$ cat config.mk
export PLATFORM = sky130hd
export DESIGN_NAME = bhoe_front
export DESIGN_NICKNAME = d
export VERILOG_FILES = /design/src/hdl/bhoe_pkg.sv /design/src/hdl/bhoe_front.sv
export SDC_FILE = /design/constraint.sdc
export NUM_CORES = 1
export LEC_CHECK = 0
export BUFFER_PORTS_ARGS = -buffer_cell sky130_fd_sc_hd__buf_4
export CAP_MARGIN = 20
export CORE_MARGIN = 2
export CORE_UTILIZATION = 50
export CTS_CLUSTER_SIZE = 8
export DETAILED_ROUTE_END_ITERATION = 10
export HOLD_SLACK_MARGIN = 0.1
export PLACE_DENSITY = 0.78
export SLEW_MARGIN = 10
export SYNTH_ARGS = -nofsm -noshare
export SYNTH_HDL_FRONTEND = slang
export SYNTH_SLANG_ARGS = --single-unit
$ cat constraint.sdc
create_clock -name clk -period 8.6 [get_ports clk]
set_input_delay 0.43 -clock clk [delete_from_list [all_inputs] [get_ports clk]]
set_output_delay 0.43 -clock clk [all_outputs]
set_load 0.005 [all_outputs]
$ cat src/hdl/bhoe_pkg.sv
// Shared types and constants for the backend health and outlier ejection unit.
`default_nettype none
package bhoe_pkg;

  localparam int NUM_BACKENDS = 64;
  localparam int IDX_W = $clog2(NUM_BACKENDS);

  typedef enum logic [2:0] {
    REG_HEALTHY_THR   = 3'd0,
    REG_UNHEALTHY_THR = 3'd1,
    REG_MIN_SAMPLES   = 3'd2,
    REG_ERR_LIMIT     = 3'd3,
    REG_BASE_EJECT    = 3'd4,
    REG_MAX_EJECT     = 3'd5
  } cfg_reg_t;

  typedef struct packed {
    logic [7:0]  pass_thr;
    logic [7:0]  fail_thr;
    logic [31:0] min_samples;
    logic [15:0] error_rate_limit_q16;
    logic [31:0] base_eject_ms;
    logic [31:0] max_eject_ms;
  } cfg_t;

  // One queued check round, with the error counters already summed.
  typedef struct packed {
    logic [IDX_W-1:0] backend_index;
    logic             probe_ok;
    logic [32:0]      error_sum;
    logic [31:0]      connection_count;
    logic [47:0]      now_ms;
  } item_t;

  typedef struct packed {
    logic empty;
    logic full;
    logic [1:0] count;
  } q_status_t;

  typedef struct packed {
    logic [7:0]  pass_run;
    logic [7:0]  fail_run;
    logic        healthy;
    logic        ejected;
    logic [32:0] prev_error_sum;
    logic [31:0] prev_connection_count;
    logic [5:0]  tally;
    logic [31:0] last_ejection_ms;
    logic [47:0] deadline_ms;
  } entry_t;

  localparam entry_t RESET_ENTRY = '{
    pass_run: 8'd0, fail_run: 8'd0, healthy: 1'b1, ejected: 1'b0,
    prev_error_sum: 33'd0, prev_connection_count: 32'd0, tally: 6'd0,
    last_ejection_ms: 32'd0, deadline_ms: 48'd0
  };

  typedef enum logic [2:0] {
    S_IDLE, S_CALC, S_RATE, S_LEN, S_WB
  } back_state_t;

endpackage
`default_nettype wire

$ cat src/hdl/bhoe_front.sv
// Front end: accepts check rounds, sums error counters and queues them.
`default_nettype none
module bhoe_front (
  input  wire logic                    clk,
  input  wire logic                    rst_n,
  input  wire logic                    push,
  input  wire logic [bhoe_pkg::IDX_W-1:0] backend_index,
  input  wire logic                    probe_ok,
  input  wire logic [31:0]             connect_fail_count,
  input  wire logic [31:0]             abnormal_close_count,
  input  wire logic [31:0]             connection_count,
  input  wire logic [47:0]             now_ms,
  input  wire logic                    pop,
  output bhoe_pkg::item_t              head,
  output bhoe_pkg::q_status_t          status
);

  bhoe_pkg::item_t slot_r [2];
  logic wr_ptr_r, wr_ptr_nxt;
  logic rd_ptr_r, rd_ptr_nxt;
  logic [1:0] count_r, count_nxt;
  bhoe_pkg::item_t new_item;

  always_comb begin
    new_item.backend_index    = backend_index;
    new_item.probe_ok         = probe_ok;
    new_item.error_sum        = {1'b0, connect_fail_count} + {1'b0, abnormal_close_count};
    new_item.connection_count = connection_count;
    new_item.now_ms           = now_ms;
  end

  always_comb begin
    wr_ptr_nxt = push ? ~wr_ptr_r : wr_ptr_r;
    rd_ptr_nxt = pop ? ~rd_ptr_r : rd_ptr_r;
    count_nxt  = count_r + {1'b0, push} - {1'b0, pop};
  end

  always_ff @(posedge clk) begin
    if (!rst_n) begin
      wr_ptr_r <= 1'b0;
      rd_ptr_r <= 1'b0;
      count_r  <= 2'd0;
    end else begin
      wr_ptr_r <= wr_ptr_nxt;
      rd_ptr_r <= rd_ptr_nxt;
      count_r  <= count_nxt;
    end
  end

  always_ff @(posedge clk) begin
    if (push) begin
      slot_r[wr_ptr_r] <= new_item;
    end
  end

  assign head   = slot_r[rd_ptr_r];
  assign status = '{empty: (count_r == 2'd0), full: (count_r == 2'd2), count: count_r};

endmodule
`default_nettype wire

==> out/qor.tcl <==
set qor(cell_chosen_for_the_clock_root) {clkbuf_16}
set qor(placeableCoreArea_sq_um) 20430
set qor(slew_headroom_pct) 29.96
set qor(p_int_uw) 2418
set qor(postSynthCellCount) 627
set qor(ioPinCount) 279
set qor(seq_power_share_pct) 46.4
set qor(worst_pin_slew_ps) 1051
set qor(worstReg2RegStart) {wr_ptr_r}
set qor(synth.cell_area_sq_um) 10490
set qor(timing.final.max_slew_violations) 0
set qor(clkTransAtPathRegs_ps) 50
set qor(antenna_left) 0
set qor(clock_path_buffers) 3
set qor(initial_antenna_violation_count) 0
set qor(syn-num-nets) 817
set qor(final.period_utilization_pct) 37.02
set qor(synth_top_cell_area_share_pct) 68.73
set qor(drc) 0
set qor(postLayoutSetupSlackWorst_ps) 5416
set qor(synthArstFlopShare_pct) 0
set qor(path_class) {reg2out}
set qor(overflow) 0
set qor(endpoint_kind) {primary output}
set qor(period_minus_slack_ps) 3184
set qor(power.clock.fraction_pct) 38.4
set qor(first_iter_violations) 309
set qor(post_place_setup_slack_ps) 5362
set qor(postCtsSetupRepairBufs) 0
set qor(startpoint_of_the_tightest_hold_check_path) {now_ms[14]}
set qor(place.port_buffers) 278
set qor(rsz0062_at_grt) {no}
set qor(start_kind) {flip-flop}
set qor(tritoncts) {yes}
set qor(post_route_core_utilization_pct) 67.75
set qor(avgViaCountPerCell) 5.348
set qor(max_freq_mhz) 314.1
set qor(total_switching_power_uw) 690.7
set qor(worst_skew_pair_latency_ps) 480
set qor(cts_inserted_buffers) 36
set qor(worst_ir_drop_vdd_uv) 120.7
set qor(fraction_of_final_layout_cells_with_drive_strength_greater_than_1_pct) 48.40
set qor(num_antenna_cells) 0
set qor(vias) 6450
set qor(finalWeightedCongestion) 0.8863
set qor(powerDensity_nw_per_um2) 224.6
set qor(h_tree_level_count) 2
set qor(synth-edff-count) 240
set qor(die_area_sq_um) 22150
set qor(grt_first_pass_wirelength_microns) 33520
set qor(synthDominantAreaCellType) {edfxtp_1}
set qor(switching_share_pct) 22.22
set qor(power_leakage_uw) 0.005348
set qor(avgRoutedWirePerCell_microns) 18.50
set qor(worstPathMaxFanout) 78
set qor(hold_viol_final) 0
set qor(routed_wl_microns) 22310
set qor(width_of_the_chip_microns) 148.8
set qor(floorplan.die.height_microns) 148.8
set qor(netlist_top_cells_area) {edfxtp_1, mux2_2, ha_1, xor2_1, xnor2_1}
set qor(yosys_warnings) 0
set qor(fin_setup_tns_ps) 0
set qor(mapped_avg_cell_area_sq_um) 16.72
set qor(grt.total_usage_pct) 19.52
set qor(dr_pass1_iterations) 4
set qor(first_global_vias) 6455
set qor(core.rowCount) 52
set qor(place.detailed.hpwl_microns) 15380
set qor(initial_core_util_pct) 51.33
set qor(synthTopCellsByCount) {edfxtp_1, mux2_2, ha_1}
set qor(worst-endpoint-required_ps) 8170
set qor(cts.repair.resized) 0
set qor(outcome) {completed}
set qor(synth_sequential_area_ratio_pct) 69.68
set qor(max_cap_viol_count) 0
set qor(pwr-share-comb_pct) 15.2
set qor(grt_max_degree) 79
set qor(worst_hold_path_type) {in2reg}
set qor(syn2layout_area_growth_pct) 31.99
set qor(ys.flop_type) {edfxtp_1}
set qor(cts.sink_count) 245
set qor(final_net_count) 1117
set qor(yosys_register_bits) 245
set qor(worstPathArrival_ps) 2750
set qor(post-synth-top-count-cell) {edfxtp_1}
set qor(synth_cell_types) 43
set qor(clock-skew-final_ps) 10.28
set qor(setup_viol_count_final) 0
set qor(cts_hold_repair.buffers) 0
## sequential cells by signal (all words and copies together), names as in the netlist, named ones only
name,cells
count_r,2
slot_r,240
wr_ptr_r,1
rd_ptr_r,1
## power groups by stage
stage	logic, uW	clock network [uW]	registers [uW]
2_1_floorplan	248	0	1460
5_1_grt	511	1270	1450
6_report	472	1190	1440
4_1_cts	476	1220	1440
3_5_place_dp	472	0	1460
3_3_place_gp	463	0	1460
## cells in the final DEF (no fill, tap or decap), types with 6 or more instances in the layout
cell type,n
ha_1,34
nand2_1,28
a21oi_1,27
nor2_1,13
a31oi_1,8
clkbuf_1,8
inv_1,8
mux2_2,120
clkbuf_16,36
o21a_1,6
buf_4,282
edfxtp_1,240
o211ai_1,6
o21ai_0,18
xor2_1,17
nor2b_1,6
xnor2_1,16
## cell type report
| cell class | count | area (sq um) |
|---|---|---|
| sequential | 245 | 7311 |
| fill | 1440 | 6589 |
| multi-input combinational | 354 | 3084 |
| timing repair buffer | 282 | 2117 |
| clock buffer | 44 | 930.9 |
| tap | 270 | 337.8 |
| clock inverter | 3 | 30.03 |
| inverter | 8 | 30.03 |
## metal layers
metal  share of wire [%]  wire length [microns]  track usage [%]  vias to the layer above
li1                    -                      -                -                     3044
met4                 2.6                    580            7.048                        0
met3                 7.9                   1760            4.098                       45
met2                  50                  11200            34.17                      262
met5                   0                      0                0                        -
met1                  39                   8768            24.08                     3099
## kinds of logic after synthesis
logic type | after synthesis | synth area share [%]
buffers and inverters | 28 | 1.002
AOI/OAI and AO/OA | 90 | 5.835
DFF | 245 | 69.68
and+or+nand+nor | 76 | 3.592
muxes | 120 | 12.89
xor gates and xnor gates | 33 | 2.756
adders and majority gates | 35 | 4.248
## critical path, cell delays in order (launching register included)
cell	delay [ps]
dfxtp_4	720
buf_4	870
mux2_2	430
buf_4	140
## per-stage QoR
stage	instances	power [uW]	hold WS, ps	cell area [sq um]
floorplan	627	1706	528.9	10490
global placement	1159	1921	566.2	12880
detailed placement	1159	1935	589.1	12880
CTS	1206	3136	103.3	13840
global route	1206	3234	100.9	13840
finish	1206	3108	122.6	13840
## path summary, 6_finish.rpt
kind	endpoint	slack [ps]	cells after the start
max	head[107]	5420	3
min	slot_r[1][14]	120	1
max reg2reg	slot_r[1][116]	6290	2
min reg2reg	flip-flop	610	2
Note: power is estimated with default switching activity, not from simulation.
